<file path="config.mk">
export PLATFORM = sky130hd
export DESIGN_NAME = cwam_reduce_step
export DESIGN_NICKNAME = d
export VERILOG_FILES = /design/src/rtl/cwam_pkg.sv /design/src/rtl/cwam_reduce_step.sv
export SDC_FILE = /design/constraint.sdc
export NUM_CORES = 1
export LEC_CHECK = 0
export ABC_AREA = 1
export BUFFER_PORTS_ARGS = -buffer_cell sky130_fd_sc_hd__clkbuf_2
export CAP_MARGIN = 10
export CORE_MARGIN = 4
export CORE_UTILIZATION = 35
export CTS_CLUSTER_DIAMETER = 150
export DETAILED_ROUTE_END_ITERATION = 12
export PLACE_DENSITY = 0.61
export SYNTH_ARGS = -nofsm -noshare
export SYNTH_HDL_FRONTEND = slang
export SYNTH_SLANG_ARGS = --single-unit
</file>
<file path="constraint.sdc">
create_clock -name clock -period 6.4 [get_ports clock]
set_clock_uncertainty 0.05 [all_clocks]
set_input_delay 1.28 -clock clock [delete_from_list [all_inputs] [get_ports clock]]
set_output_delay 1.28 -clock clock [all_outputs]
set_load 0.01 [all_outputs]
</file>
<file path="src/rtl/cwam_pkg.sv">
// Shared types, constants and elaboration-time table builders for the cosine unit.
// No dependencies; used by every module of the block.
`default_nettype none

package cwam_pkg;

   localparam int ANGLE_W          = 32;
   localparam int RESULT_W         = 32;
   localparam int ANGLE_FRAC_BITS  = 16;
   localparam int RESULT_FRAC_BITS = 30;
   localparam int WORK_BITS        = 32;
   localparam int ROTATION_STAGES_DEF = 24;
   localparam int MAX_STAGES       = 32;

   // pi with 60 fraction bits
   localparam logic [63:0] PI_Q60 = 64'h3243F6A8885A308D;

   // reduction divisors and odd quarter turns, angle units
   localparam logic [63:0] DEG_FULL = 64'd360 << ANGLE_FRAC_BITS;
   localparam logic [63:0] DEG_Q1   = 64'd90 << ANGLE_FRAC_BITS;
   localparam logic [63:0] DEG_Q3   = 64'd270 << ANGLE_FRAC_BITS;
   localparam logic [63:0] RAD_FULL =
      (64'd2 * PI_Q60 + (64'd1 << (59 - ANGLE_FRAC_BITS))) >> (60 - ANGLE_FRAC_BITS);
   localparam logic [63:0] RAD_Q1 =
      (PI_Q60 + (64'd1 << (60 - ANGLE_FRAC_BITS))) >> (61 - ANGLE_FRAC_BITS);
   localparam logic [63:0] RAD_Q3 =
      (64'd3 * PI_Q60 + (64'd1 << (60 - ANGLE_FRAC_BITS))) >> (61 - ANGLE_FRAC_BITS);

   // pi/180 with 37 fraction bits
   localparam logic [63:0] DEG_K = (PI_Q60 + (64'd90 << 23)) / (64'd180 << 23);

   // working angle constants, radians with 32 fraction bits
   localparam logic [63:0] PI32      = (PI_Q60 + (64'd1 << 27)) >> 28;
   localparam logic [63:0] TWO_PI32  = (64'd2 * PI_Q60 + (64'd1 << 27)) >> 28;
   localparam logic [63:0] HALF_PI32 = (PI_Q60 + (64'd1 << 28)) >> 29;

   // magnitude of the input angle fits 32 bits (at most 2^31)
   localparam int MAG_W = 32;
   localparam int REDUCE_STEPS = $clog2(((64'd1 << 31) / RAD_FULL) + 64'd1);
   localparam int DIV_W = 33 + REDUCE_STEPS;

   localparam int RAD_W = 35;
   localparam int Z_W   = 36;
   localparam int XY_W  = 36;

   typedef struct packed {
      logic valid;
      logic degree;
      logic zero;
      logic negate;
   } ctl_type;

   // shift-subtract division, elaboration only
   function automatic logic [63:0] udiv64(input logic [63:0] num, input logic [63:0] den);
      logic [64:0] rem;
      logic [63:0] quo;
      rem = '0;
      quo = '0;
      for (int b = 63; b >= 0; b--) begin
         rem = {rem[63:0], num[b]};
         if (rem >= {1'b0, den}) begin
            rem = rem - {1'b0, den};
            quo[b] = 1'b1;
         end
      end
      return quo;
   endfunction

   // atan(2^-i) with 62 fraction bits from the odd power series
   function automatic logic [63:0] atan_q62(input int i);
      logic [63:0] sum;
      logic [63:0] term;
      int e;
      logic done;
      sum = '0;
      done = 1'b0;
      if (i == 0) begin
         sum = PI_Q60;
      end else begin
         for (int k = 0; k < 64; k++) begin
            e = i * (2 * k + 1);
            if (e > 62) done = 1'b1;
            if (!done) begin
               term = udiv64(64'd1 << (62 - e), 64'(2 * k + 1));
               if (k[0]) sum = sum - term;
               else sum = sum + term;
            end
         end
      end
      return sum;
   endfunction

   function automatic logic [63:0] atan_entry(input int i);
      return (atan_q62(i) + (64'd1 << 29)) >> 30;
   endfunction

   function automatic logic [63:0] isqrt64(input logic [63:0] v_arg);
      logic [63:0] v;
      logic [63:0] res;
      logic [63:0] bitv;
      v = v_arg;
      res = '0;
      bitv = 64'd1 << 62;
      for (int j = 0; j < 32; j++) begin
         if (bitv > v) bitv = bitv >> 2;
      end
      for (int j = 0; j < 32; j++) begin
         if (bitv != 64'd0) begin
            if (v >= res + bitv) begin
               v = v - (res + bitv);
               res = (res >> 1) + bitv;
            end else begin
               res = res >> 1;
            end
            bitv = bitv >> 2;
         end
      end
      return res;
   endfunction

   // reciprocal of the rotation gain, 32 fraction bits
   function automatic logic [63:0] inv_gain(input int stages);
      logic [63:0] prod;
      prod = 64'd1 << 62;
      for (int i = 0; i < MAX_STAGES; i++) begin
         if (i < stages) prod = prod + (prod >> (2 * i));
      end
      return udiv64(64'd1 << 63, isqrt64(prod));
   endfunction

endpackage

`default_nettype wire

</file>
<file path="src/rtl/cwam_reduce_step.sv">
// One restoring step of the angle remainder: compare and subtract divisor << SHIFT.
// Depends on cwam_pkg.
`default_nettype none

module cwam_reduce_step #(
   parameter int SHIFT = 0
) (
   input  logic                         clock,
   input  logic                         reset,
   input  cwam_pkg::ctl_type            in_ctl,
   input  logic [cwam_pkg::MAG_W-1:0]   in_rem,
   output cwam_pkg::ctl_type            out_ctl,
   output logic [cwam_pkg::MAG_W-1:0]   out_rem
);

   localparam int DW = cwam_pkg::DIV_W;
   localparam logic [DW-1:0] DEG_SH = DW'(cwam_pkg::DEG_FULL) << SHIFT;
   localparam logic [DW-1:0] RAD_SH = DW'(cwam_pkg::RAD_FULL) << SHIFT;

   logic [DW-1:0]              dsel;
   logic [DW-1:0]              rem_ext;
   logic                       take;
   logic [cwam_pkg::MAG_W-1:0] rem_in;
   logic [cwam_pkg::MAG_W-1:0] rem_ff;
   cwam_pkg::ctl_type          ctl_ff;

   always_comb begin
      dsel    = in_ctl.degree ? DEG_SH : RAD_SH;
      rem_ext = DW'(in_rem);
      take    = (rem_ext >= dsel);
      rem_in  = take ? cwam_pkg::MAG_W'(rem_ext - dsel) : in_rem;
   end

   always_ff @(posedge clock) begin
      if (reset) begin
         ctl_ff <= '0;
      end else begin
         ctl_ff <= in_ctl;
      end
   end

   always_ff @(posedge clock) begin
      rem_ff <= rem_in;
   end

   assign out_ctl = ctl_ff;
   assign out_rem = rem_ff;

endmodule

`default_nettype wire

</file>
## Yosys cells after proc, flatten, opt, wreduce, memory -nomap -nowiden

Index checks and enable logic that the tools add are counted.

- Add/subtract/negate cells: 1
- $mul: 0
- Div/mod/pow operators: 0
- $lt $le $gt $ge: 1
- Equality and inequality tests: 0
- Shift-type cells: 0
- Multiplexer cells: 2
- Bitwise gates (word level): 0
- Reductions and logical operators: 0

Operators with widths:

| cell | count |
|---|---|
| $ge A32 B25 Y1 | 1 |
| $mux W32 | 1 |
| $sub A32 B25 Y32 | 1 |
| $mux W25 | 1 |

- Register bits: 36
- Bits in latches: 0
- RAM bits: 0
- Bits in read-only memories: 0
- Input bits: 38
- Output and inout bits: 36
- Logic and storage cells: 9
- Memories kept: 0

## Depth between registers and ports, before layout

- Depth after elaboration: 3
- Gate-level depth with buffers: 15

## Least setup slack after synthesis

OpenSTA, ideal clock, no wires.

- Kind: input to register
- From: input port in_ctl[2] (netlist bit)
- To: register rem_ff, in the netlist out_rem[29]
- Arrival time: 2.972 ns
- Required time: 6.231 ns
- Slack: 3.259 ns
- Cell stages on the path: 13
- Path buffers: 1
- Path through: inv_1 -> ha_1 -> inv_1 -> fa_1 -> nand3_1 -> nand3_1 -> nand2_1 -> nand2_1 -> nand2_1 -> nand3_2 -> a21oi_2 -> buf_2 -> a21oi_1

- Longest elaborated chain between the ends: 3

Ends and longest elaborated chain:

| item | line | source |
|---|---|---|
| start, declared | cwam_reduce_step.sv:10 | `input cwam_pkg::ctl_type in_ctl,` |
| $mux W25 * | cwam_reduce_step.sv:28 | `dsel = in_ctl.degree ? DEG_SH : RAD_SH;` |
| $sub A32 B25 Y32 / $ge A32 B25 Y1 (equally long branches) | cwam_reduce_step.sv:31, cwam_reduce_step.sv:30 |  |
| $mux W32 * | cwam_reduce_step.sv:31 | `rem_in = take ? cwam_pkg::MAG_W'(rem_ext - dsel) : in_rem;` |
| via rem_in, one bit | cwam_reduce_step.sv:23 | `logic [cwam_pkg::MAG_W-1:0] rem_in;` |
| end signal, assigned | cwam_reduce_step.sv:43 | `rem_ff <= rem_in;` |
| end, declared | cwam_reduce_step.sv:24 | `logic [cwam_pkg::MAG_W-1:0] rem_ff;` |

Mark *: on every way through the listed nets, which the timed path passes. The rest lies on a longest branch.
A chain may end at the register's enable or synchronous reset.

## Worst setup path in the final report

- From: input port in_ctl[2] (netlist bit)
- To: register rem_ff, in the netlist out_rem[20]

The elaborated chain is that of the path after synthesis.

==> run_results.csv <==
group,metric,value,unit
worst_setup_path,crit_path_frequent_cell,"nand2_1",
timing,worst_slew_margin_rel,26.2,%
logic_synthesis,yosys_warnings,0,
worst_setup_path,arrival,4200,ps
worst_setup_path,cpLargestDelayFamily,"compound AO/OA/AOI/OAI gates",
finish,layoutNonFillerInstCount,751,
logic_synthesis,ys_types,28,
logic_synthesis,synth_nets,622,
logic_synthesis,syn_inst,568,
routing,wl_per_cell,12.4,um
timing,fin_tns_setup,0,ps
worst_setup_path,critPathCaptureType,"flip-flop",
routing,vias,3538,
worst_setup_path,slowest_delay,880,ps
finish,diodes,0,
logic_synthesis,yosysSeqAreaShare,22.8,%
timing,finalMaxSlewViolations,0,
finish,multi_input_area,1990,um2
global_route,antenna_found_initial,0,
timing,fin_crit,4010,ps
finish,regArea,721,um2
worst_setup_path,cp_max_fo,22,
place,post_dp_cell_area,3610,um2
clock_network,path_clk_slew,70,ps
logic_synthesis,ys_seq_elements,36,
worst_setup_path,criticalPathCategory,"in2reg",
timing,worst_pin_slew,1110,ps
worst_setup_path,required,6580,ps
clock_network,root_buffer,"clkbuf_8",
hold_path,whs_path_depth,3,
worst_setup_path,worst_path_max_delay_cell,"a21oi_2",
outcome,status,"finished, final reports clean",
power_and_ir_drop,p_clk_share,26.1,%
power_and_ir_drop,netSwitchingPower,0.000254,W
routing,via_per_inst,4.71,
global_route,grt_max_degree,36,
timing,hold_ws,1130,ps
global_route,grt_usage,18.2,%
finish,syn_to_final_growth,16.9,%
finish,drive_above_1_share,15.7,%
worst_setup_path,cp_cell_sequence,"clkbuf_2 > inv_1 > ha_1 > inv_1 > fa_1 > nand3_1 > nand3_1 > nand2_1 > nand2_1 > nand2_1 > nand3_2 > a21oi_2 > nand2_1 > nand2_1",
finish,n_fill_cell,984,
routing,drt-total-wl,9280,um
worst_setup_path,crit_buf_inv,3,
power_and_ir_drop,internal_power,0.000431,W
worst_setup_path,startpoint_type,"primary input",
logic_synthesis,synth_area,3170,um2
clock_network,hold_buffers,0,
hold_path,hold_path_end,"out_ctl[0]",
global_route,grt_first_pass_wirelength,15300,um
die,num_rows,34,
die,io_pins,74,
clock_network,cts.path.max_buffers,2,
finish,nets,696,
global_route,grt_overflow_total,0,
power_and_ir_drop,seq_power_share,38.4,%
finish,final_design_area_no_fill,3700,um2
clock_network,clock-sinks,36,
timing,grt_setup_unrepaired,"false",
power_and_ir_drop,combPwrFrac,35.5,%
clock_network,htreeDepth,2,
hold_path,hp-class,"in2reg",
routing,drc,0,
logic_synthesis,syn_avg_cell_area,5.58,um2
hold_path,hp-start,"in_ctl[0]",
global_route,grt_pass1_vias,3382,
routing,drtIter0Drc,163,
routing,dr.pass1.iters,6,
place,place_congestion,0.936,
die,die_width,103,um
die,dieArea,10600,um2
run,maxCapViolCount,0,
power_and_ir_drop,leakage,2.23,nW
power_and_ir_drop,p_per_area,185,nW/um2
die,die_y,103,um
clock_network,cts_made_buffers,5,
routing,ant_nets,0,
place,numPortBuffers,73,
die,core,8760,um2
place,dp.cells,743,
place,dp_hpwl,7640,um
power_and_ir_drop,switching_share,37.1,%
timing,hold_violations,0,
timing,max_freq,0.249,GHz
clock_network,ctsResizeCount,0,
clock_network,cts_tree,"done",
timing,min_period_over_period,62.7,%
clock_network,cts_setup_buffers,0,
power_and_ir_drop,vdd_drop_max,0.0000853,V
timing,setup_violations,0,
die,start_util,36.1,%
==> per-stage QoR <==
stage / setup WS [ps] / util [%] / total power (W)
after floorplan: 3260 / - / 0.000427
after global placement: 2160 / 41.2 / 0.000509
after detailed placement: 2030 / 41.2 / 0.000510
after CTS: 2320 / 42.2 / 0.000691
after global routing: 2000 / 42.2 / 0.000737
final: 2390 / 42.2 / 0.000685
==> sequential cells by signal (all words and copies together), names as in the netlist <==
signal	flops
out_ctl	4
out_rem	32
==> cell usage after synthesis <==
master,n,area share (%)
a21oi_1,15,2.4
a21oi_2,2,0.55
and2_1,2,0.40
and3_1,1,0.20
buf_2,1,0.16
buf_4,1,0.24
buf_6,4,1.4
dfxtp_1,36,23
fa_1,1,0.63
ha_1,15,5.9
inv_1,101,12
inv_2,4,0.47
nand2_1,245,29
nand2_2,4,0.79
nand2_4,1,0.36
nand3_1,33,5.2
nand3_2,1,0.32
nand3b_1,1,0.24
nand4_1,8,1.6
nor2_1,48,5.7
nor2_2,6,1.2
nor3_1,8,1.3
nor3_4,1,0.51
o21ai_0,5,0.79
o21ai_1,5,0.79
o21ai_2,1,0.28
o21bai_1,3,0.71
xor2_1,15,4.1
==> power by group through the flow <==
stage	combinational (W)	clock [W]	sequential [W]
floorplan	0.000141	0	0.000286
global placement	0.000240	0	0.000269
detailed placement	0.000242	0	0.000269
CTS	0.000243	0.000184	0.000264
global route	0.000278	0.000192	0.000266
finish	0.000243	0.000179	0.000263
==> logic make-up (layout without fill, tap and decap cells) <==
kind of cell	after synthesis	after routing	share of synthesized area, %
adder cells (fa/ha/maj)	16	16	6.56
AO/OA/AOI/OAI	31	31	5.49
flip-flops	36	36	22.8
buffers and inverters	111	186	14.3
AND/OR/NAND/NOR	359	359	46.8
XOR/XNOR	15	15	4.15
==> worst min-delay path, cell delays in order <==
cell and delay (ps):
clkbuf_2 80, inv_1 40, nor2_1 30
==> how the worst max path moves through the flow <==
stage / startpoint / to / slack, ps / depth (start not counted)
2_1_floorplan: in_ctl[2] / out_rem[29] / 3260 / 13
3_3_place_gp: in_ctl[2] / out_rem[20] / 2160 / 14
3_5_place_dp: in_ctl[2] / out_rem[20] / 2030 / 14
4_1_cts: in_ctl[2] / out_rem[20] / 2320 / 14
5_1_grt: in_ctl[2] / out_rem[24] / 2000 / 14
6_report: in_ctl[2] / out_rem[20] / 2390 / 14
==> metal layers <==
metal | global-route usage, % | part of all wire [%] | vias up
met1 | 23.8 | 47 | 1530
met4 | 7.97 | 3.8 | 0
li1 | - | - | 1859
met2 | 29.7 | 44 | 117
met3 | 2.77 | 5.8 | 32
met5 | 0 | 0 | -
==> cells in the final DEF, fill, tap and decap left out <==
master	count
clkinv_2	2
nand3b_1	1
o21ai_1	5
and3_1	1
nand2_2	4
nor2_1	48
nor3_4	1
nor2_2	6
nand2_1	245
ha_1	15
nand4_1	8
dfxtp_1	36
a21oi_2	2
xor2_1	15
nand2_4	1
and2_1	2
o21bai_1	3
o21ai_0	5
clkbuf_8	6
nand3_1	33
fa_1	1
inv_1	101
a21oi_1	15
inv_2	4
nand3_2	1
o21ai_2	1
nor3_1	8
clkbuf_2	73
==> cell type report <==
| type | instances | share of cell area, % |
|---|---|---|
| multi-input cells | 421 | 53.9 |
| flip-flops and latches | 36 | 19.5 |
| inverters | 105 | 10.6 |
| repair buffers | 73 | 9.87 |
| well taps | 108 | 3.65 |
| clock buffers | 6 | 2.23 |
| clock inverters | 2 | 0.270 |
No activity file was read; power rests on OpenSTA's default activity.
