[config.mk]
export PLATFORM = sky130hd
export DESIGN_NAME = cwam_convert
export DESIGN_NICKNAME = d
export VERILOG_FILES = /design/src/rtl/cwam_pkg.sv /design/src/rtl/cwam_convert.sv
export SDC_FILE = /design/constraint.sdc
export NUM_CORES = 2
export LEC_CHECK = 0
export ABC_AREA = 1
export BUFFER_PORTS_ARGS = -buffer_cell sky130_fd_sc_hd__buf_2
export CORE_MARGIN = 1.5
export CORE_UTILIZATION = 25
export DETAILED_ROUTE_END_ITERATION = 10
export MAX_ROUTING_LAYER = met4
export PLACE_DENSITY = 0.39
export SETUP_SLACK_MARGIN = 0.2
export SYNTH_ARGS = -nofsm -noshare
export SYNTH_HDL_FRONTEND = slang
export SYNTH_SLANG_ARGS = --single-unit
[constraint.sdc]
create_clock -name clock -period 7.8 [get_ports clock]
set_input_delay 0.78 -clock clock [delete_from_list [all_inputs] [get_ports clock]]
set_output_delay 0.78 -clock clock [all_outputs]
set_load 0.01 [all_outputs]
[src/rtl/cwam_pkg.sv]
// Shared types, constants and elaboration-time table builders for the cosine unit.
// No dependencies; used by every module of the block.
`default_nettype none

package cwam_pkg;

   localparam int ANGLE_W          = 32;
   localparam int RESULT_W         = 32;
   localparam int ANGLE_FRAC_BITS  = 16;
   localparam int RESULT_FRAC_BITS = 30;
   localparam int WORK_BITS        = 32;
   localparam int ROTATION_STAGES_DEF = 24;
   localparam int MAX_STAGES       = 32;

   // pi with 60 fraction bits
   localparam logic [63:0] PI_Q60 = 64'h3243F6A8885A308D;

   // reduction divisors and odd quarter turns, angle units
   localparam logic [63:0] DEG_FULL = 64'd360 << ANGLE_FRAC_BITS;
   localparam logic [63:0] DEG_Q1   = 64'd90 << ANGLE_FRAC_BITS;
   localparam logic [63:0] DEG_Q3   = 64'd270 << ANGLE_FRAC_BITS;
   localparam logic [63:0] RAD_FULL =
      (64'd2 * PI_Q60 + (64'd1 << (59 - ANGLE_FRAC_BITS))) >> (60 - ANGLE_FRAC_BITS);
   localparam logic [63:0] RAD_Q1 =
      (PI_Q60 + (64'd1 << (60 - ANGLE_FRAC_BITS))) >> (61 - ANGLE_FRAC_BITS);
   localparam logic [63:0] RAD_Q3 =
      (64'd3 * PI_Q60 + (64'd1 << (60 - ANGLE_FRAC_BITS))) >> (61 - ANGLE_FRAC_BITS);

   // pi/180 with 37 fraction bits
   localparam logic [63:0] DEG_K = (PI_Q60 + (64'd90 << 23)) / (64'd180 << 23);

   // working angle constants, radians with 32 fraction bits
   localparam logic [63:0] PI32      = (PI_Q60 + (64'd1 << 27)) >> 28;
   localparam logic [63:0] TWO_PI32  = (64'd2 * PI_Q60 + (64'd1 << 27)) >> 28;
   localparam logic [63:0] HALF_PI32 = (PI_Q60 + (64'd1 << 28)) >> 29;

   // magnitude of the input angle fits 32 bits (at most 2^31)
   localparam int MAG_W = 32;
   localparam int REDUCE_STEPS = $clog2(((64'd1 << 31) / RAD_FULL) + 64'd1);
   localparam int DIV_W = 33 + REDUCE_STEPS;

   localparam int RAD_W = 35;
   localparam int Z_W   = 36;
   localparam int XY_W  = 36;

   typedef struct packed {
      logic valid;
      logic degree;
      logic zero;
      logic negate;
   } ctl_type;

   // shift-subtract division, elaboration only
   function automatic logic [63:0] udiv64(input logic [63:0] num, input logic [63:0] den);
      logic [64:0] rem;
      logic [63:0] quo;
      rem = '0;
      quo = '0;
      for (int b = 63; b >= 0; b--) begin
         rem = {rem[63:0], num[b]};
         if (rem >= {1'b0, den}) begin
            rem = rem - {1'b0, den};
            quo[b] = 1'b1;
         end
      end
      return quo;
   endfunction

   // atan(2^-i) with 62 fraction bits from the odd power series
   function automatic logic [63:0] atan_q62(input int i);
      logic [63:0] sum;
      logic [63:0] term;
      int e;
      logic done;
      sum = '0;
      done = 1'b0;
      if (i == 0) begin
         sum = PI_Q60;
      end else begin
         for (int k = 0; k < 64; k++) begin
            e = i * (2 * k + 1);
            if (e > 62) done = 1'b1;
            if (!done) begin
               term = udiv64(64'd1 << (62 - e), 64'(2 * k + 1));
               if (k[0]) sum = sum - term;
               else sum = sum + term;
            end
         end
      end
      return sum;
   endfunction

   function automatic logic [63:0] atan_entry(input int i);
      return (atan_q62(i) + (64'd1 << 29)) >> 30;
   endfunction

   function automatic logic [63:0] isqrt64(input logic [63:0] v_arg);
      logic [63:0] v;
      logic [63:0] res;
      logic [63:0] bitv;
      v = v_arg;
      res = '0;
      bitv = 64'd1 << 62;
      for (int j = 0; j < 32; j++) begin
         if (bitv > v) bitv = bitv >> 2;
      end
      for (int j = 0; j < 32; j++) begin
         if (bitv != 64'd0) begin
            if (v >= res + bitv) begin
               v = v - (res + bitv);
               res = (res >> 1) + bitv;
            end else begin
               res = res >> 1;
            end
            bitv = bitv >> 2;
         end
      end
      return res;
   endfunction

   // reciprocal of the rotation gain, 32 fraction bits
   function automatic logic [63:0] inv_gain(input int stages);
      logic [63:0] prod;
      prod = 64'd1 << 62;
      for (int i = 0; i < MAX_STAGES; i++) begin
         if (i < stages) prod = prod + (prod >> (2 * i));
      end
      return udiv64(64'd1 << 63, isqrt64(prod));
   endfunction

endpackage

`default_nettype wire

[src/rtl/cwam_convert.sv]
// Quarter-turn snap, degree to radian conversion and quadrant fold, four stages.
// Depends on cwam_pkg.
`default_nettype none

module cwam_convert (
   input  logic                              clock,
   input  logic                              reset,
   input  cwam_pkg::ctl_type                 in_ctl,
   input  logic [cwam_pkg::MAG_W-1:0]        in_rem,
   output cwam_pkg::ctl_type                 out_ctl,
   output logic signed [cwam_pkg::Z_W-1:0]   out_z
);

   localparam int MW = cwam_pkg::MAG_W;
   localparam int RW = cwam_pkg::RAD_W;
   localparam int ZW = cwam_pkg::Z_W;
   localparam int AF = cwam_pkg::ANGLE_FRAC_BITS;

   localparam logic [MW-1:0] DEG_Q1_M = MW'(cwam_pkg::DEG_Q1);
   localparam logic [MW-1:0] DEG_Q3_M = MW'(cwam_pkg::DEG_Q3);
   localparam logic [MW-1:0] RAD_Q1_M = MW'(cwam_pkg::RAD_Q1);
   localparam logic [MW-1:0] RAD_Q3_M = MW'(cwam_pkg::RAD_Q3);
   localparam logic [31:0]   K32      = 32'(cwam_pkg::DEG_K);
   localparam logic [63:0]   DEG_RND  = 64'd1 << (AF + 4);
   localparam logic [RW-1:0] PI_R     = RW'(cwam_pkg::PI32);
   localparam logic signed [ZW-1:0] PI_S      = ZW'(cwam_pkg::PI32);
   localparam logic signed [ZW-1:0] TWO_PI_S  = ZW'(cwam_pkg::TWO_PI32);
   localparam logic signed [ZW-1:0] HALF_PI_S = ZW'(cwam_pkg::HALF_PI32);

   // stage A: snap detect, multiply or shift
   cwam_pkg::ctl_type a_ctl_in, a_ctl_ff;
   logic [63:0]       a_mult_in, a_mult_ff;
   logic [63:0]       mult_full;

   assign mult_full = 64'(in_rem) * 64'(K32);

   always_comb begin
      a_ctl_in = in_ctl;
      if (in_ctl.degree) begin
         a_ctl_in.zero = (in_rem == DEG_Q1_M) || (in_rem == DEG_Q3_M);
         a_mult_in     = mult_full;
      end else begin
         a_ctl_in.zero = (in_rem == RAD_Q1_M) || (in_rem == RAD_Q3_M);
         a_mult_in     = 64'(in_rem) << (cwam_pkg::WORK_BITS - AF);
      end
   end

   // stage B: round the degree product to radians; radian angles pass through
   cwam_pkg::ctl_type b_ctl_ff;
   logic [RW-1:0]     b_rad_in, b_rad_ff;
   logic [63:0]       rounded;

   always_comb begin
      rounded  = (a_mult_ff + DEG_RND) >> (AF + 5);
      b_rad_in = a_ctl_ff.degree ? RW'(rounded) : RW'(a_mult_ff);
   end

   // stage C: fold (pi, 2pi) back onto [0, pi]
   cwam_pkg::ctl_type       c_ctl_ff;
   logic signed [ZW-1:0]    c_ang_in, c_ang_ff;
   logic signed [ZW-1:0]    rad_s, diff_p, diff_n;

   always_comb begin
      rad_s  = signed'(ZW'(b_rad_ff));
      diff_p = TWO_PI_S - rad_s;
      diff_n = rad_s - TWO_PI_S;
      if (b_rad_ff > PI_R) begin
         c_ang_in = diff_p[ZW-1] ? diff_n : diff_p;
      end else begin
         c_ang_in = rad_s;
      end
   end

   // stage D: fold onto [0, pi/2], mark sign flip
   cwam_pkg::ctl_type       d_ctl_in, d_ctl_ff;
   logic signed [ZW-1:0]    d_z_in, d_z_ff;

   always_comb begin
      d_ctl_in = c_ctl_ff;
      if (c_ang_ff > HALF_PI_S) begin
         d_z_in          = PI_S - c_ang_ff;
         d_ctl_in.negate = 1'b1;
      end else begin
         d_z_in          = c_ang_ff;
         d_ctl_in.negate = 1'b0;
      end
   end

   always_ff @(posedge clock) begin
      if (reset) begin
         a_ctl_ff <= '0;
         b_ctl_ff <= '0;
         c_ctl_ff <= '0;
         d_ctl_ff <= '0;
      end else begin
         a_ctl_ff <= a_ctl_in;
         b_ctl_ff <= a_ctl_ff;
         c_ctl_ff <= b_ctl_ff;
         d_ctl_ff <= d_ctl_in;
      end
   end

   always_ff @(posedge clock) begin
      a_mult_ff <= a_mult_in;
      b_rad_ff  <= b_rad_in;
      c_ang_ff  <= c_ang_in;
      d_z_ff    <= d_z_in;
   end

   assign out_ctl = d_ctl_ff;
   assign out_z   = d_z_ff;

endmodule

`default_nettype wire

After elaboration in Yosys (flattened, before gate mapping) --
Cells that the tools add are included.
Storage, ports and cells: register bits 176, bits of input ports 38, output and inout port bits 40, logic and storage cells 40
Operators by class: $add $sub $neg 4, multiply operators 1, order comparisons 2, eq/ne operators 4, muxes and demuxes 7, reduce and logical (&&, ||, !) cells 3
Operators by type and width (number):
- 35-bit 2-to-1 mux | 3
- 56-bit by 21-bit adder with 56-bit output, second input constant | 1
- 32-bit by 32-bit multiplier with 56-bit output, second input constant | 1
- 48-bit 2-to-1 mux | 1
- 36-bit by 34-bit > comparator with 1-bit output, second input constant | 1
- 36-bit 2-to-1 mux | 1
- 35-bit by 35-bit subtractor with 36-bit output, first input constant | 1
- 35-bit by 35-bit subtractor with 36-bit output, second input constant | 1
- 35-bit by 36-bit subtractor with 36-bit output, first input constant | 1
- 35-bit by 34-bit > comparator with 1-bit output, second input constant | 1
- 32-bit by 17-bit equality test with 1-bit output, second input constant | 1
- 32-bit by 19-bit equality test with 1-bit output, second input constant | 1
- 32-bit by 23-bit equality test with 1-bit output, second input constant | 1
- 32-bit by 25-bit equality test with 1-bit output, second input constant | 1
- 1-bit logical OR | 2
- 1-bit 2-to-1 mux | 2
- 2-bit AND reduction | 1

Depth between registers and ports, before layout --
depth after elaboration 3, gate-level depth with buffers 29, mapped depth without buffers 29

Worst setup path after synthesis --
Ideal clock, no wire load.
kind input -> register, start input in_rem[5] (netlist bit), end register a_mult_ff[45], setup time 114 ps, arrival time 6547 ps, data required time 7686 ps, slack 1140 ps, stages 26, buffers on the path 0, path through inv_1 fa_1 fa_1 inv_1 fa_1 inv_1 fa_1 inv_1 fa_1 fa_1 fa_1 inv_1 fa_1 inv_1 ha_1 nand2_1 nor2_1 inv_1 nor2_1 inv_1 nor3_1 nand2_1 nand3_1 nand2_1 nand3_1 nand2_1
Between the ends: longest elaborated chain between the ends 2
Ends and longest elaborated chain:
- start: declaration | RTL line cwam_convert.sv:9 | input logic [cwam_pkg::MAG_W-1:0] in_rem,
- 32-bit by 32-bit multiplier with 56-bit output | RTL line cwam_convert.sv:35 | assign mult_full = 64'(in_rem) * 64'(K32);
- 48-bit 2-to-1 mux | RTL line cwam_convert.sv:39 | if (in_ctl.degree) begin
- via a_mult_in[45] | RTL line cwam_convert.sv:32 | logic [63:0] a_mult_in, a_mult_ff;
- end signal: assignment | RTL line cwam_convert.sv:104 | a_mult_ff <= a_mult_in;
- end: declaration | RTL line cwam_convert.sv:32
The timed path passes the listed nets, and every way through them passes these cells. A chain may end at the register's enable or synchronous reset.

Worst setup path after layout --
start input in_rem[13] (netlist bit), end register a_mult_ff[48]
Between the ends: longest elaborated chain between the ends 1
Ends and longest elaborated chain (RTL line):
- 32-bit by 32-bit multiplier with 56-bit output | cwam_convert.sv:35
No other way between the ends.

==> results.tsv <==
metric	value	unit
drt-pass1-iter-count	6	
critPathSlowestCell	fa_1	
synthCells	4052	
clk_pin_slew	80	ps
crit_path_frequent_cell	fa_1	
ant_nets	0	
grt_pass1_vias	26600	
cp-start-kind	input port	
grt_first_pass_wirelength	176700	um
die_w	349.2	um
drtIter0Drc	1557	
cts.hold.buffers_added	0	
end_kind	flip-flop	
post_synth_main_area_contributors	fa_1 28%, ha_1 16%, nand2_1 12%	
path_buf_inv	7	
synth_compound_area_share	5.885	%
synth_cell_type_count	56	
synth.most_common_cell	nand2_1	
num_rows	126	
critPathTopFamily	adder cells	
vias	25360	
synth_edf_count	0	
drive_above_1_share	5.944	%
ios	78	
hold_path.class	flip-flop to flip-flop	
required	8230	ps
cap_violations	0	
die_y	349.2	um
hold_viol	0	
setup_violations	0	
max-slew-margin-rel	43.38	%
tightest_slew	846.3	ps
slowest_delay	550	ps
avgSynthCellArea	7.393	um^2
drc_errors	0	
drv_slew	0	
reg2reg_from	b_rad_ff[27]$_DFF_P_	
final_nets	4984	
synthArstFlopShare	0	%
routed_wl	118800	um
synth_warnings	0	
synth_top_family_by_area	adder cells	
path_depth	25	
cts_buffers	17	
synth-simple-area-share	22.95	%
final.fill_count	13270	
fin_crit_sh	92.60	%
finClkSkew	16.61	ps
syn_to_final_growth	10.66	%
max_freq	138.5	MHz
synth_xor_area_share	2.690	%
cts_tree	yes	
rsz0062_at_grt	no	
synth_mux_area_share	0	%
rrSetupSlack	4800	ps
gp_congestion	0.9160	
path_max_fanout	5	
coreArea	118400	um^2
yosysSeqAreaShare	11.76	%
port_buffers	75	
synth_nets	4877	
yosysTopAreaCell	fa_1	
final_core_util	28.00	%
grt_overflow	0	
cp-endpoint	a_mult_ff[48]$_SDFF_PN0_	
start_util	25.30	%
grt_max_degree	60	
root_buffer	clkbuf_16	
grt.total_usage	20.49	%
path_class	input port to flip-flop	
htreeDepth	4	
netlist_area	29960	um^2
dieArea	121900	um^2
wire_per_inst	20.57	um
r2r_end	c_ang_ff[34]$_DFF_P_	
cts_buffer_depth	2	
outcome	finished, final reports clean	
ys_ff_latch	176	
cp-startpoint	in_rem[13]	
clock_latency	490	ps
synth_top_area_share	27.60	%
clock_sinks	176	
arrival	7660	ps
antenna_found_initial	2	
avgViaCountPerCell	4.393	
fin_crit	7223	ps
ff2ff_path_depth	13	
synthTopCellsByCount	969 x nand2_1, 966 x inv_1, 413 x fa_1	
place_hpwl	103000	um
synthAdderAreaFrac	43.22	%
synthFlopType	dfxtp_1	
timing repair:
| action | CTS | global route |
|---|---|---|
| setup endpoints to repair | 0 | 1 |
| resized for setup | 0 | 1 |
| setup buffers | 0 | 0 |
metrics by stage:
stage | TNS, ps | setup slack, ps | hold WS [ps] | std cells | cell area [um^2]
after global placement | -17.74 | -17.74 | 389.3 | 5740 | 32560
after floorplan | 0 | 1140 | 346.1 | 4052 | 29960
final | 0 | 577.2 | 402.3 | 5773 | 33150
after detailed placement | 0 | 31.30 | 396.6 | 5740 | 32560
after global routing | 0 | 234.0 | 427.5 | 5773 | 33150
after CTS | 0 | 542.6 | 409.2 | 5772 | 33140
cells by family after synthesis:
logic type / after synthesis
AND/OR/NAND/NOR: 1628
buffers and inverters: 1050
adder cells (fa/ha/maj): 787
AO/OA/AOI/OAI: 318
flip-flops: 176
XOR/XNOR: 92
other: 1
state kept, by name, indices dropped and copies added, names as in the netlist:
| signal | flops |
|---|---|
| a_ctl_ff | 3 |
| b_rad_ff | 35 |
| out_ctl | 4 |
| a_mult_ff | 56 |
| b_ctl_ff | 3 |
| c_ang_ff | 36 |
| c_ctl_ff | 3 |
| out_z | 36 |
metal layers:
layer	GRT usage (%)	part of all wire, %	vias to the layer above
met4	5.839	3.0	0
met1	26.09	45	12170
met3	2.251	3.8	119
met5	-	0	-
met2	34.20	48	545
li1	-	-	12520
worst reg2reg max path, stage by stage, from the launching register on:
cell     delay (ps)
dfxtp_1         650
inv_2           200
nand2_1         180
nand2_1          90
nand2_1         130
o21ai_1         160
nor2_4          220
nand2_4          90
nor2_8          490
nand2_1         140
nand2_1         140
nand3_1         170
nand2_1         180
inv_1            60
how the worst min path moves through the flow:
stage	start	endpoint	slack, ps	cells past startpoint
CTS	b_ctl_ff[3]$_SDFF_PP0_	c_ctl_ff[3]$_SDFF_PP0_	410	2
floorplan	c_ang_ff[1]$_DFF_P_	out_z[1]$_DFF_P_	350	0
global placement	b_ctl_ff[3]$_SDFF_PP0_	c_ctl_ff[3]$_SDFF_PP0_	390	2
finish	b_ctl_ff[2]$_SDFF_PP0_	c_ctl_ff[2]$_SDFF_PP0_	400	2
detailed placement	b_ctl_ff[3]$_SDFF_PP0_	c_ctl_ff[3]$_SDFF_PP0_	400	2
global route	c_ctl_ff[3]$_SDFF_PP0_	out_ctl[3]$_SDFF_PP0_	430	2
cell type report:
cell class / count / area [um^2] / area share, %
antenna: 1 / 2.502 / 0.007549
clock buffer: 19 / 442.9 / 1.336
clock inverter: 13 / 140.1 / 0.4227
inverter: 990 / 3719 / 11.22
multi-input combinational: 2826 / 22400 / 67.56
sequential: 176 / 3523 / 10.63
tap: 1600 / 2002 / 6.039
timing repair buffer: 148 / 923.4 / 2.785
placed cells by master, fill, tap and decap left out, types with 5 or more instances in the layout:
cell type and count:
a21boi_0 8, a21o_1 11, a21oi_1 114, a31oi_1 10
and2_1 5, buf_2 75, buf_4 73, clkbuf_16 17
dfxtp_1 176, fa_1 413, ha_1 374, inv_1 966
inv_2 22, inv_8 5, nand2_1 969, nand2_2 8
nand3_1 210, nand3b_1 16, nand4_1 52, nor2_1 274
nor2_2 6, nor2_4 7, nor3_1 46, nor4_1 13
o21a_1 9, o21ai_0 125, o21ai_1 12, o21ai_2 6
o21bai_1 9, or2_2 6, xnor2_1 27, xor2_1 65
Power is not shown: default switching activity piles up to over one toggle a cycle in this logic, so the estimate is an artifact.
