$ cat src/rtl/cwam_pkg.sv
// Shared types, constants and elaboration-time table builders for the cosine unit.
// No dependencies; used by every module of the block.
`default_nettype none

package cwam_pkg;

   localparam int ANGLE_W          = 32;
   localparam int RESULT_W         = 32;
   localparam int ANGLE_FRAC_BITS  = 16;
   localparam int RESULT_FRAC_BITS = 30;
   localparam int WORK_BITS        = 32;
   localparam int ROTATION_STAGES_DEF = 24;
   localparam int MAX_STAGES       = 32;

   // pi with 60 fraction bits
   localparam logic [63:0] PI_Q60 = 64'h3243F6A8885A308D;

   // reduction divisors and odd quarter turns, angle units
   localparam logic [63:0] DEG_FULL = 64'd360 << ANGLE_FRAC_BITS;
   localparam logic [63:0] DEG_Q1   = 64'd90 << ANGLE_FRAC_BITS;
   localparam logic [63:0] DEG_Q3   = 64'd270 << ANGLE_FRAC_BITS;
   localparam logic [63:0] RAD_FULL =
      (64'd2 * PI_Q60 + (64'd1 << (59 - ANGLE_FRAC_BITS))) >> (60 - ANGLE_FRAC_BITS);
   localparam logic [63:0] RAD_Q1 =
      (PI_Q60 + (64'd1 << (60 - ANGLE_FRAC_BITS))) >> (61 - ANGLE_FRAC_BITS);
   localparam logic [63:0] RAD_Q3 =
      (64'd3 * PI_Q60 + (64'd1 << (60 - ANGLE_FRAC_BITS))) >> (61 - ANGLE_FRAC_BITS);

   // pi/180 with 37 fraction bits
   localparam logic [63:0] DEG_K = (PI_Q60 + (64'd90 << 23)) / (64'd180 << 23);

   // working angle constants, radians with 32 fraction bits
   localparam logic [63:0] PI32      = (PI_Q60 + (64'd1 << 27)) >> 28;
   localparam logic [63:0] TWO_PI32  = (64'd2 * PI_Q60 + (64'd1 << 27)) >> 28;
   localparam logic [63:0] HALF_PI32 = (PI_Q60 + (64'd1 << 28)) >> 29;

   // magnitude of the input angle fits 32 bits (at most 2^31)
   localparam int MAG_W = 32;
   localparam int REDUCE_STEPS = $clog2(((64'd1 << 31) / RAD_FULL) + 64'd1);
   localparam int DIV_W = 33 + REDUCE_STEPS;

   localparam int RAD_W = 35;
   localparam int Z_W   = 36;
   localparam int XY_W  = 36;

   typedef struct packed {
      logic valid;
      logic degree;
      logic zero;
      logic negate;
   } ctl_type;

   // shift-subtract division, elaboration only
   function automatic logic [63:0] udiv64(input logic [63:0] num, input logic [63:0] den);
      logic [64:0] rem;
      logic [63:0] quo;
      rem = '0;
      quo = '0;
      for (int b = 63; b >= 0; b--) begin
         rem = {rem[63:0], num[b]};
         if (rem >= {1'b0, den}) begin
            rem = rem - {1'b0, den};
            quo[b] = 1'b1;
         end
      end
      return quo;
   endfunction

   // atan(2^-i) with 62 fraction bits from the odd power series
   function automatic logic [63:0] atan_q62(input int i);
      logic [63:0] sum;
      logic [63:0] term;
      int e;
      logic done;
      sum = '0;
      done = 1'b0;
      if (i == 0) begin
         sum = PI_Q60;
      end else begin
         for (int k = 0; k < 64; k++) begin
            e = i * (2 * k + 1);
            if (e > 62) done = 1'b1;
            if (!done) begin
               term = udiv64(64'd1 << (62 - e), 64'(2 * k + 1));
               if (k[0]) sum = sum - term;
               else sum = sum + term;
            end
         end
      end
      return sum;
   endfunction

   function automatic logic [63:0] atan_entry(input int i);
      return (atan_q62(i) + (64'd1 << 29)) >> 30;
   endfunction

   function automatic logic [63:0] isqrt64(input logic [63:0] v_arg);
      logic [63:0] v;
      logic [63:0] res;
      logic [63:0] bitv;
      v = v_arg;
      res = '0;
      bitv = 64'd1 << 62;
      for (int j = 0; j < 32; j++) begin
         if (bitv > v) bitv = bitv >> 2;
      end
      for (int j = 0; j < 32; j++) begin
         if (bitv != 64'd0) begin
            if (v >= res + bitv) begin
               v = v - (res + bitv);
               res = (res >> 1) + bitv;
            end else begin
               res = res >> 1;
            end
            bitv = bitv >> 2;
         end
      end
      return res;
   endfunction

   // reciprocal of the rotation gain, 32 fraction bits
   function automatic logic [63:0] inv_gain(input int stages);
      logic [63:0] prod;
      prod = 64'd1 << 62;
      for (int i = 0; i < MAX_STAGES; i++) begin
         if (i < stages) prod = prod + (prod >> (2 * i));
      end
      return udiv64(64'd1 << 63, isqrt64(prod));
   endfunction

endpackage

`default_nettype wire

$ cat src/rtl/cwam_cordic_stage.sv
// One CORDIC rotation stage: shift-add micro-rotation by atan(2^-IDX).
// Depends on cwam_pkg.
`default_nettype none

module cwam_cordic_stage #(
   parameter int IDX = 0
) (
   input  logic                              clock,
   input  logic                              reset,
   input  cwam_pkg::ctl_type                 in_ctl,
   input  logic signed [cwam_pkg::XY_W-1:0]  in_x,
   input  logic signed [cwam_pkg::XY_W-1:0]  in_y,
   input  logic signed [cwam_pkg::Z_W-1:0]   in_z,
   output cwam_pkg::ctl_type                 out_ctl,
   output logic signed [cwam_pkg::XY_W-1:0]  out_x,
   output logic signed [cwam_pkg::XY_W-1:0]  out_y,
   output logic signed [cwam_pkg::Z_W-1:0]   out_z
);

   localparam int XW = cwam_pkg::XY_W;
   localparam int ZW = cwam_pkg::Z_W;
   localparam logic signed [ZW-1:0] ATAN_C = ZW'(cwam_pkg::atan_entry(IDX));

   logic signed [XW-1:0] xs, ys;
   logic signed [XW-1:0] x_in, x_ff, y_in, y_ff;
   logic signed [ZW-1:0] z_in, z_ff;
   cwam_pkg::ctl_type    ctl_ff;

   always_comb begin
      xs = in_x >>> IDX;
      ys = in_y >>> IDX;
      if (!in_z[ZW-1]) begin
         x_in = in_x - ys;
         y_in = in_y + xs;
         z_in = in_z - ATAN_C;
      end else begin
         x_in = in_x + ys;
         y_in = in_y - xs;
         z_in = in_z + ATAN_C;
      end
   end

   always_ff @(posedge clock) begin
      if (reset) begin
         ctl_ff <= '0;
      end else begin
         ctl_ff <= in_ctl;
      end
   end

   always_ff @(posedge clock) begin
      x_ff <= x_in;
      y_ff <= y_in;
      z_ff <= z_in;
   end

   assign out_ctl = ctl_ff;
   assign out_x   = x_ff;
   assign out_y   = y_ff;
   assign out_z   = z_ff;

endmodule

`default_nettype wire

$ cat config.mk
export PLATFORM = sky130hd
export DESIGN_NAME = cwam_cordic_stage
export DESIGN_NICKNAME = d
export VERILOG_FILES = /design/src/rtl/cwam_pkg.sv /design/src/rtl/cwam_cordic_stage.sv
export SDC_FILE = /design/constraint.sdc
export NUM_CORES = 1
export LEC_CHECK = 0
export ABC_CLOCK_PERIOD_IN_PS = 4700
export BUFFER_PORTS_ARGS = -buffer_cell sky130_fd_sc_hd__buf_2
export CAP_MARGIN = 20
export CORE_MARGIN = 5
export CORE_UTILIZATION = 50
export DETAILED_ROUTE_END_ITERATION = 8
export PLACE_DENSITY = 0.86
export SYNTH_ARGS = -nofsm -noshare
export SYNTH_HDL_FRONTEND = slang
export SYNTH_SLANG_ARGS = --single-unit
$ cat constraint.sdc
create_clock -name clock -period 4.7 [get_ports clock]
set_input_delay 0.47 -clock clock [delete_from_list [all_inputs] [get_ports clock]]
set_output_delay 0.47 -clock clock [all_outputs]
set_load 0.03 [all_outputs]
======== Yosys cells after proc, flatten, opt, wreduce, memory -nomap -nowiden ========
Cells that the tools add are included.
word-level totals
  bits of input ports ..................... 114
  output and inout port bits .............. 112
  flip-flop bits (word level) ............. 112
  word-level logic and storage cells ...... 15
operators by class
  add/subtract/negate cells ............... 5
  muxes and demuxes ....................... 3
operators by type and width
  cell                                                                   count
  36-bit two-way mux                                                     3
  36-bit subtractor                                                      2
  36-bit by 33-bit adder with 36-bit output, second input constant       1
  36-bit adder                                                           1
  36-bit by 33-bit subtractor with 36-bit output, second input constant  1

======== Longest topological paths before layout ========
Gate-level depths: netlist of the first run.
  word-level depth ........................ 2
  mapped depth ............................ 14
  depth with buffers taken out ............ 13

======== Worst setup path before layout of the first run ========
Ideal clock, no wire load.
  path kind ............................... input-to-reg
  start ................................... input in_z[35] (netlist name)
  end ..................................... register z_ff[35] (netlist: out_z[35])
  setup slack ............................. 1005 ps
  data required time ...................... 4605 ps
  cell stages on the path ................. 13
  arrival time ............................ 3599 ps
  library setup time ...................... 95 ps
  path buffers ............................ 1
  cell sequence ........................... clkinv_1 -> clkbuf_1 -> ha_1 -> a211o_1 -> a2111oi_2 -> o211a_1 -> o31a_1 -> o21a_1 -> o21bai_1 -> a21oi_1 -> o21a_1 -> o31ai_1 -> a221oi_1
between the ends
  word-level cells in the longest chain between the ends .. 2
  elaborated cells between the ends (all ways) .. 3
  classes of those cells .................. add/sub: 2; mux: 1
ends and longest elaborated chain
  item                                                                                                         RTL line                                          source
  start: declaration                                                                                           cwam_cordic_stage.sv:13                           input logic signed [cwam_pkg::Z_W-1:0] in_z,
  36-bit by 33-bit subtractor with 36-bit output or 36-bit by 33-bit adder with 36-bit output (tied branches)  cwam_cordic_stage.sv:35, cwam_cordic_stage.sv:39
  36-bit two-way mux *                                                                                         cwam_cordic_stage.sv:32                           if (!in_z[ZW-1]) begin
  via z_in[35]                                                                                                 cwam_cordic_stage.sv:26                           logic signed [ZW-1:0] z_in, z_ff;
  end signal: assignment                                                                                       cwam_cordic_stage.sv:54                           z_ff <= z_in;
  end: declaration                                                                                             cwam_cordic_stage.sv:26
The timed path passes the listed nets; every way through them passes the cells marked *.
A chain may end at the register's enable or synchronous reset.

======== Worst setup path after layout of the first run ========
  start ................................... input in_x[7] (netlist name)
  end ..................................... register x_ff[31] (netlist: out_x[31])
between the ends
  word-level cells in the longest chain between the ends .. 2
  elaborated cells between the ends (all ways) .. 3
  classes of those cells .................. add/sub: 2; mux: 1
ends and longest elaborated chain
  item                                               RTL line                                          source
  start: declaration                                 cwam_cordic_stage.sv:11                           input logic signed [cwam_pkg::XY_W-1:0] in_x,
  36-bit subtractor or 36-bit adder (tied branches)  cwam_cordic_stage.sv:33, cwam_cordic_stage.sv:37
  36-bit two-way mux *                               cwam_cordic_stage.sv:32
  via x_in[31]                                       cwam_cordic_stage.sv:25                           logic signed [XW-1:0] x_in, x_ff, y_in, y_ff;
  end signal: assignment                             cwam_cordic_stage.sv:52                           x_ff <= x_in;
  end: declaration                                   cwam_cordic_stage.sv:25
Marks and branches as above.

==> run metrics, run 1 <==
result of the run finished clean; highest net fanout along the worst path 15; metal3 WL about 2700 um; Core Footprint 0.0195 sq mm; final critical-path share of the clock period a little under 80%; hold violation count in the final report 0; Final Max Slew Viols 0; final weighted congestion in routability-driven placement between 0.9 and 1; global-route total usage across every layer 25.2%; crit path cell chain buf_2, inv_1, ha_1, and4_1, nand3_1, a21oi_1, nand3b_1, o21ai_0, o41ai_1, a211oi_1, nor2_1, o41ai_1, xnor2_1; number of hold buffers added after CTS 0; top cell type by total area after synthesis dfxtp_1; dominant combinational cell family by area after synthesis compound AO/OA/AOI/OAI gates; CTS buffer count 9; count of cell types in the netlist 74; via/cell ratio 5.72; top-area cell type share of the netlist area 22.4%; number of sinks handled by clock tree synthesis 111; worst-case hold slack around 0.2 ns; setup repair after global routing missed its margin false; share of the core filled with cells in the final layout roughly three fifths; slowest stage cell, crit path o21ai_0; placed cell area 0.0112 sq mm; sum of routed wire segments on met1 about 12000 um; Peak Freq approximately 0.27 GHz; number of design rule violations left after detail routing 0; simple-gate share of the synthesized area approximately 13%; worst slew pin tran 0.875 ns; area of the die about 0.023 sq mm; instance count of the mapped netlist roughly 1.2k; Setup Buffers After CTS 0; CP Depth 13; Clock Pin Slew Worst Setup and Hold Paths ~0.090 ns; share of synthesized registers carrying an async set or reset 0%; chip height around 150 um; final instance area between 0.01 and 0.015 sq mm; beginning of the critical path in_x[7]; relative max-transition margin 41.7%; Critical Path Max Stage Delay between 0.6 and 0.7 ns; classification of the worst-slack hold path in -> reg; I/O pin count approximately 230; global route total overflow 0; overall routed net length 29600 um; CTS tree built; average instance area after synthesis roughly 8.0 sq um; antenna violations before repair 1; area share of xor/xnor cells in the synthesized design around 8.5%; largest net degree at the start of global routing 86; count of flip-flops with a built-in enable after synthesis 0; ANT nets after route 0; detailed-route via count 9786; highest metal layer with signal wires met5; Compound-Gate Fraction of Synth Area between 20% and 30%; static leakage 5.73 nW; max-cap viol count 0; share of synthesized area occupied by flip-flops and latches between 20% and 30%; vias in the first global route 9327; buffering stage count on the worst path with inverters included 2; wire length of the first global-routing pass ~47000 um; min setup slack post-route 1.01 ns; Seq cells post-synth roughly 110; dominant delay contributor by cell family on the critical path compound AO/OA/AOI/OAI gates; Setup TNS 0 ns; post-synthesis net count approximately 1.5k; per-cell routed wire length about 17 um; die width approximately 150 um; H-tree levels 3; mux share of post-synthesis cell area 2.12%; worst setup slack after placement 0.744 ns; Initial Util between 50% and 60%; most used standard cell by instance count after synthesis a21oi_1; maximum buffer depth of the clock tree 2; top cell types by occurrence after synthesis a21oi_1, ha_1, inv_1, dfxtp_1, o21ai_0; Critical Path AT approximately 4.0 ns; layout-stage area growth over the synthesis result 15.9%; number of detailed-routing iterations run before antenna repair 6; most frequent cell on the critical path o41ai_1; area share of fa/ha/maj cells after synthesis a little under a fifth; critical path startpoint category primary input; Crit path required time ~5.0 ns; number of I/O port buffers around 230; category of the most critical setup path in -> reg; leading post-synthesis cells by cell area dfxtp_1, ha_1, a21oi_1; dominant synthesized flop cell dfxtp_1; number of rows in the core area 51; starting DRC count in detailed routing approximately 750; CTS Root Cell clkbuf_16; Ys Warns 0; Nets roughly 1.7k; final critical path time including I/O delays and setup 3.69 ns; CTS resizes 0; Layout fillers between 1.5k and 2k; HPWL Detailed between 20000 and 25000 um; share of post-route cells with drive strength above 1 a little under a fifth; Worst Setup EP out_x[31]; cell area after technology mapping between 0.009 and 0.01 sq mm; total power divided by cell area between 300 and 400 mW/mm^2; total of endpoints with negative setup slack in the final report 0; kind of capture point of the worst setup path flip-flop; VDD IR-drop max 0.245 mV; Routed met2 length 13800 um
==> sequential cells by signal, summed over array words and instances, names as in the netlist <==
name and flops:
out_x 36, out_z 36, out_y 35, out_ctl 4
==> cells by family (layout without fill, tap and decap cells) <==
kind of cell,count (synthesis),count (layout)
compound gates,439,439
xor+xnor,96,96
fa+ha+maj,146,146
buf+inv,173,368
flops,111,111
mux,21,21
other cells,0,3
simple gates,261,261
==> layout make-up <==
class | count | area [sq um] | area share (%)
Antenna cell | 3 | 7.51 | 0.0652
Timing Repair Buffer | 229 | 1160 | 10.0
Tap cell | 265 | 332 | 2.88
Clock inverter | 7 | 67.6 | 0.587
Inverter | 123 | 464 | 4.03
Multi-Input combinational cell | 963 | 7040 | 61.1
Clock buffer | 9 | 225 | 1.96
Sequential cell | 111 | 2220 | 19.3
==> metrics by stage <==
stage,cells,total power [W]
after floorplan,1247,0.00250
after global placement,1691,0.00300
after detailed placement,1691,0.00302
after CTS,1707,0.00380
after global routing,1707,0.00400
final,1710,0.00378
==> metal layers <==
metal	track usage, %	up-vias
met5	0	-
met4	7.98	2
met3	3.32	41
met2	42.1	523
met1	33.6	4431
li1	-	4789
==> worst min-delay path by stage <==
stage | endpoint | slack [ns] | startpoint | depth (start not counted)
after floorplan | out_z[0] | 0.50 | in_z[0] | 0
after global placement | out_z[0] | 0.57 | in_z[0] | 1
after detailed placement | out_z[0] | 0.57 | in_z[0] | 1
after CTS | out_z[0] | 0.19 | in_z[0] | 1
after global routing | out_z[0] | 0.19 | in_z[0] | 1
final | out_z[0] | 0.20 | in_z[0] | 1
==> cell usage in the layout (no fill, tap or decap), drive strengths merged, types with 25 or more instances in the layout <==
cell / count
nand2: 61
nor2: 76
o21bai: 29
a21oi: 157
xnor2: 73
inv: 124
ha: 142
dfxtp: 111
a21o: 54
nor3: 25
o21ai: 85
buf: 229
==> where the power goes <==
part	switching (W)	leakage [nW]	internal, W	total, W
clock network	0.000392	0.145	0.000373	0.000765
logic	0.00121	4.65	0.000604	0.00181
registers	0.0000523	0.936	0.00115	0.00121
Power figures use the tool's default switching activity.
==> run 2, diff against run 1 <==
Settings changed: ABC_CLOCK_PERIOD_IN_PS 4700 to 3300, PLACE_DENSITY 0.86 to 0.89.
Clock period 4.7 ns to 3.3 ns, I/O delays scaled along.
==> run metrics, run 2 (synthesized netlist as in run 1, its figures left out) <==
result of the run finished clean; final weighted congestion in routability-driven placement between 0.9 and 1; die width between 150 and 200 um; most frequent cell on the critical path o21a_1; setup repair after global routing missed its margin false; most common cell after layout, fill and taps aside buf_2; wire length of the first global-routing pass around 48000 um; kind of capture point of the worst setup path flip-flop; Nets 1769; number of design rule violations left after detail routing 0; slowest stage cell, crit path a2111oi_2; Clock Pin Slew Worst Setup and Hold Paths around 0.090 ns; CTS Root Cell clkbuf_16; ANT nets after route 0; vias in the first global route approximately 9.9k; overall routed net length between 30000 and 40000 um; layout-stage area growth over the synthesis result 21.6%; final critical-path share of the clock period ~93%; Crit path required time 3.57 ns; classification of the worst-slack hold path in -> reg; crit path cell chain buf_2, inv_2, fa_1, a211o_1, a2111oi_2, o211a_1, o31a_1, o21a_1, o21bai_1, a21oi_1, o21a_1, o31ai_1, a221oi_1; HPWL Detailed 25200 um; H-tree levels 3; via/cell ratio between 5 and 6; Peak Freq 0.327 GHz; critical path startpoint category primary input; share of the core filled with cells in the final layout 61.9%; final critical path time including I/O delays and setup about 3.1 ns; I/O pin count 226; category of the most critical setup path in -> reg; relative max-transition margin 64.6%; total of endpoints with negative setup slack in the final report 0; Final Max Slew Viols 0; Initial Util between 50% and 60%; global route total overflow 0; metal3 WL 2660 um; highest metal layer with signal wires met5; per-cell routed wire length around 17 um; Core Footprint 0.0195 sq mm; worst slew pin tran ~0.53 ns; sum of routed wire segments on met1 12500 um; Routed met2 length 14500 um; multi-input gate area in the final layout 0.00704 sq mm; worst-case hold slack ~0.055 ns; Critical Path Max Stage Delay approximately 0.45 ns; static leakage 6.09 nW; Layout fillers about 1.8k; number of sinks handled by clock tree synthesis ~110; highest net fanout along the worst path 10; area of the die about 0.023 sq mm; number of I/O port buffers between 200 and 250; Critical Path AT approximately 3.3 ns; chip height approximately 150 um; number of rows in the core area just over 50; total power divided by cell area about 470 mW/mm^2; number of hold buffers added after CTS 0; most frequent cells in the layout buf_2, a21oi_1, ha_1; FF/Latch Area 0.00222 sq mm; max-cap viol count 0; Setup TNS 0 ns; global-route total usage across every layer about a quarter; starting DRC count in detailed routing 764; maximum buffer depth of the clock tree 2; antenna violations before repair 1; VDD IR-drop max between 0.2 and 0.3 mV; detailed-route via count about 10k; # diodes 0; share of post-route cells with drive strength above 1 roughly 23%; hold violation count in the final report 0; Setup Buffers After CTS 0; CTS tree built; CTS buffer count 9; largest net degree at the start of global routing between 40 and 50; number of detailed-routing iterations run before antenna repair 7
==> run 2: changes by cell type in the layout (fill, tap and decap cells not counted), sizes merged <==
cell	delta
bufinv	+1
inv	+1
diode	-3
clkinv	-2
buf	+72
==> run 2: timing repair <==
| action | 4_1_cts | 5_1_grt |
|---|---|---|
| endpoints found under the hold margin | 0 | 0 |
| gates resized for setup | 0 | 2 |
| endpoints found under the setup margin | 0 | 3 |
==> run 2: area by class of cell <==
class                           instances  area share, %
Clock inverter                          7          0.808
Clock buffer                            9           1.86
Multi-Input combinational cell        963           58.3
Inverter                              123           3.84
Timing Repair Buffer                  301           14.0
Tap cell                              265           2.74
Sequential cell                       111           18.4
==> run 2: metal layers <==
metal	vias up	GRT usage [%]
li1	4915	-
met2	543	45.4
met5	-	0
met1	4660	32.7
met3	90	3.71
met4	2	9.79
==> run 2: path summary, 6_finish.rpt <==
path / startpoint / to / cells past startpoint
max: in_z[35] / out_z[35] / 13
min: in_z[0] / out_z[0] / 1
==> run 2: report_power, final <==
group	internal (W)	switching (W)
clock network	0.000612	0.000565
registers	0.00164	0.0000817
logic	0.000961	0.00176
total	0.00322	0.00241
==> run 2: critical path, delay by kind of cell <==
kind	cells	cell delay [ns]
AOI/OAI and AO/OA	10	2.21
adders and majority gates	1	0.41
buffers and inverters	2	0.38
==> run 2: through the flow <==
step / cells / cell area [sq um] / worst slack (ns) / total power, W
detailed placement: 1763 / 11800 / -0.0789 / 0.00444
floorplan: 1247 / 9940 / 0.0307 / 0.00357
finish: 1779 / 12100 / 0.243 / 0.00562
global placement: 1763 / 11800 / -0.0281 / 0.00440
CTS: 1779 / 12100 / 0.269 / 0.00563
global route: 1779 / 12100 / 0.0205 / 0.00592
==> run 3, diff against run 2 <==
Settings changed: REMOVE_ABC_BUFFERS set to 1.
==> run metrics, run 3 (synthesized netlist as in run 1, its figures left out) <==
result of the run finished clean; Peak Freq about 0.32 GHz; wire length of the first global-routing pass roughly 47000 um; number of I/O port buffers about 230; Core Footprint between 0.015 and 0.02 sq mm; H-tree levels 3; slowest stage cell, crit path o41ai_1; classification of the worst-slack hold path in -> reg; # placed instances around 1.8k; number of rows in the core area just over 50; final critical-path share of the clock period a little over nine tenths; share of post-route cells with drive strength above 1 22.5%; critical path startpoint category primary input; FF/Latch Area between 0.002 and 0.0025 sq mm; CTS tree built; global route total overflow 0; placed cell area around 0.012 sq mm; layout-stage area growth over the synthesis result 21.2%; number of design rule violations left after detail routing 0; final critical path time including I/O delays and setup 3.14 ns; buffering stage count on the worst path with inverters included 3; chip height ~150 um; max-cap viol count 0; CTS buffer count 9; worst slew pin tran roughly 0.75 ns; ANT nets after route 0; via/cell ratio 5.72; dominant delay contributor by cell family on the critical path compound AO/OA/AOI/OAI gates; Critical Path Max Stage Delay roughly 0.51 ns; category of the most critical setup path in -> reg; worst-case hold slack 0.0635 ns; die width between 150 and 200 um; starting DRC count in detailed routing approximately 860; number of cells on the worst hold path 1; detailed-route via count roughly 10k; area of the die around 0.023 sq mm; setup repair after global routing missed its margin false; global-route total usage across every layer 25.5%; Critical Path AT 3.38 ns; Nets between 1.5k and 2k; most frequent cell on the critical path o41ai_1; non-filler instance count after layout about 1.8k; HPWL Detailed roughly 25000 um; startpoint of the tightest hold check path in_z[0]; crit path cell chain buf_2, inv_1, ha_1, and4_1, nand3_1, a21oi_1, nand3b_1, o21ai_0, o41ai_1, buf_4, a31oi_1, o41ai_1, mux2i_1, xnor2_1; VDD IR-drop max ~0.26 mV; per-cell routed wire length between 15 and 20 um; largest net degree at the start of global routing between 70 and 80; hold violation count in the final report 0; relative max-transition margin 49.7%; Crit path required time about 3.5 ns; antenna violations before repair 1; Clock Pin Slew Worst Setup and Hold Paths 0.08 ns; overall routed net length between 30000 and 40000 um; maximum buffer depth of the clock tree 2; Initial Util around half; I/O pin count about 230; CTS Root Cell clkbuf_16; most common cell after layout, fill and taps aside buf_2; static leakage ~6.1 nW; Hold Path Sink out_z[0]; multi-input gate area in the final layout 0.00704 sq mm; Layout fillers between 1.5k and 2k; total power divided by cell area 465 mW/mm^2; kind of capture point of the worst setup path flip-flop; Final Max Slew Viols 0; total of endpoints with negative setup slack in the final report 0; vias in the first global route approximately 9.7k; final instance area around 0.012 sq mm; number of sinks handled by clock tree synthesis around 110; highest net fanout along the worst path 8; most frequent cells in the layout buf_2, a21oi_1, ha_1; number of detailed-routing iterations run before antenna repair 5; final weighted congestion in routability-driven placement 0.995
[run 3: cell types whose count changed in the layout (fill, tap and decap cells not counted), moves of 2 or more]
cell      change
buf_4         -3
inv_6         -3
clkinv_8      -2
inv_8         +2
[run 3: power breakdown]
| group | internal [W] | switching [W] | total [W] |
|---|---|---|---|
| clock network | 0.000605 | 0.000567 | 0.00117 |
| registers | 0.00164 | 0.0000772 | 0.00172 |
| logic | 0.000958 | 0.00175 | 0.00271 |
| total | 0.00321 | 0.00239 | 0.00560 |
[run 3: through the flow]
| step | setup WS (ns) | util (%) | power (W) | TNS, ns |
|---|---|---|---|---|
| after floorplan | -1.24 | - | 0.00354 | -18.40 |
| after global placement | -0.0904 | 60.1 | 0.00439 | -0.188 |
| after detailed placement | -0.0661 | 60.1 | 0.00442 | -0.348 |
| after CTS | 0.263 | 61.6 | 0.00560 | 0 |
| after global routing | 0.0315 | 61.7 | 0.00589 | 0 |
| final | 0.161 | 61.7 | 0.00560 | 0 |
[run 3: what timing repair did]
action | in CTS | in global routing
hold endpoints to repair | 0 | 0
setup buffers | 0 | 0
endpoints found under the setup margin | 0 | 4
gates resized for setup | 0 | 1
hold buffers | 0 | 0
[run 3: worst max-delay path by stage]
stage,slack [ns],cells past startpoint,start,end
floorplan,-1.24,12,in_z[35],out_z[35]
global placement,-0.09,15,in_x[1],out_x[31]
detailed placement,-0.07,15,in_x[1],out_x[31]
CTS,0.26,14,in_x[2],out_y[35]
global route,0.03,14,in_x[5],out_x[33]
finish,0.16,14,in_x[5],out_x[33]
[run 3: routing by layer]
| metal | routed length [um] | up-vias | share of wire (%) | global-route usage, % |
|---|---|---|---|---|
| met4 | 1110 | 0 | 3.7 | 10.6 |
| met1 | 12400 | 4671 | 41 | 32.1 |
| met3 | 2470 | 86 | 8.2 | 3.11 |
| li1 | - | 4909 | - | - |
| met5 | 0 | - | 0 | 0 |
| met2 | 14300 | 500 | 47 | 44.1 |
[run 3: cell type report]
class | count | area share [%]
inverter | 123 | 3.85
clock inverter | 6 | 0.644
sequential | 111 | 18.4
clock buffer | 10 | 1.90
timing repair buffer | 298 | 13.9
tap | 265 | 2.75
multi-input combinational | 963 | 58.5
antenna | 1 | 0.0208
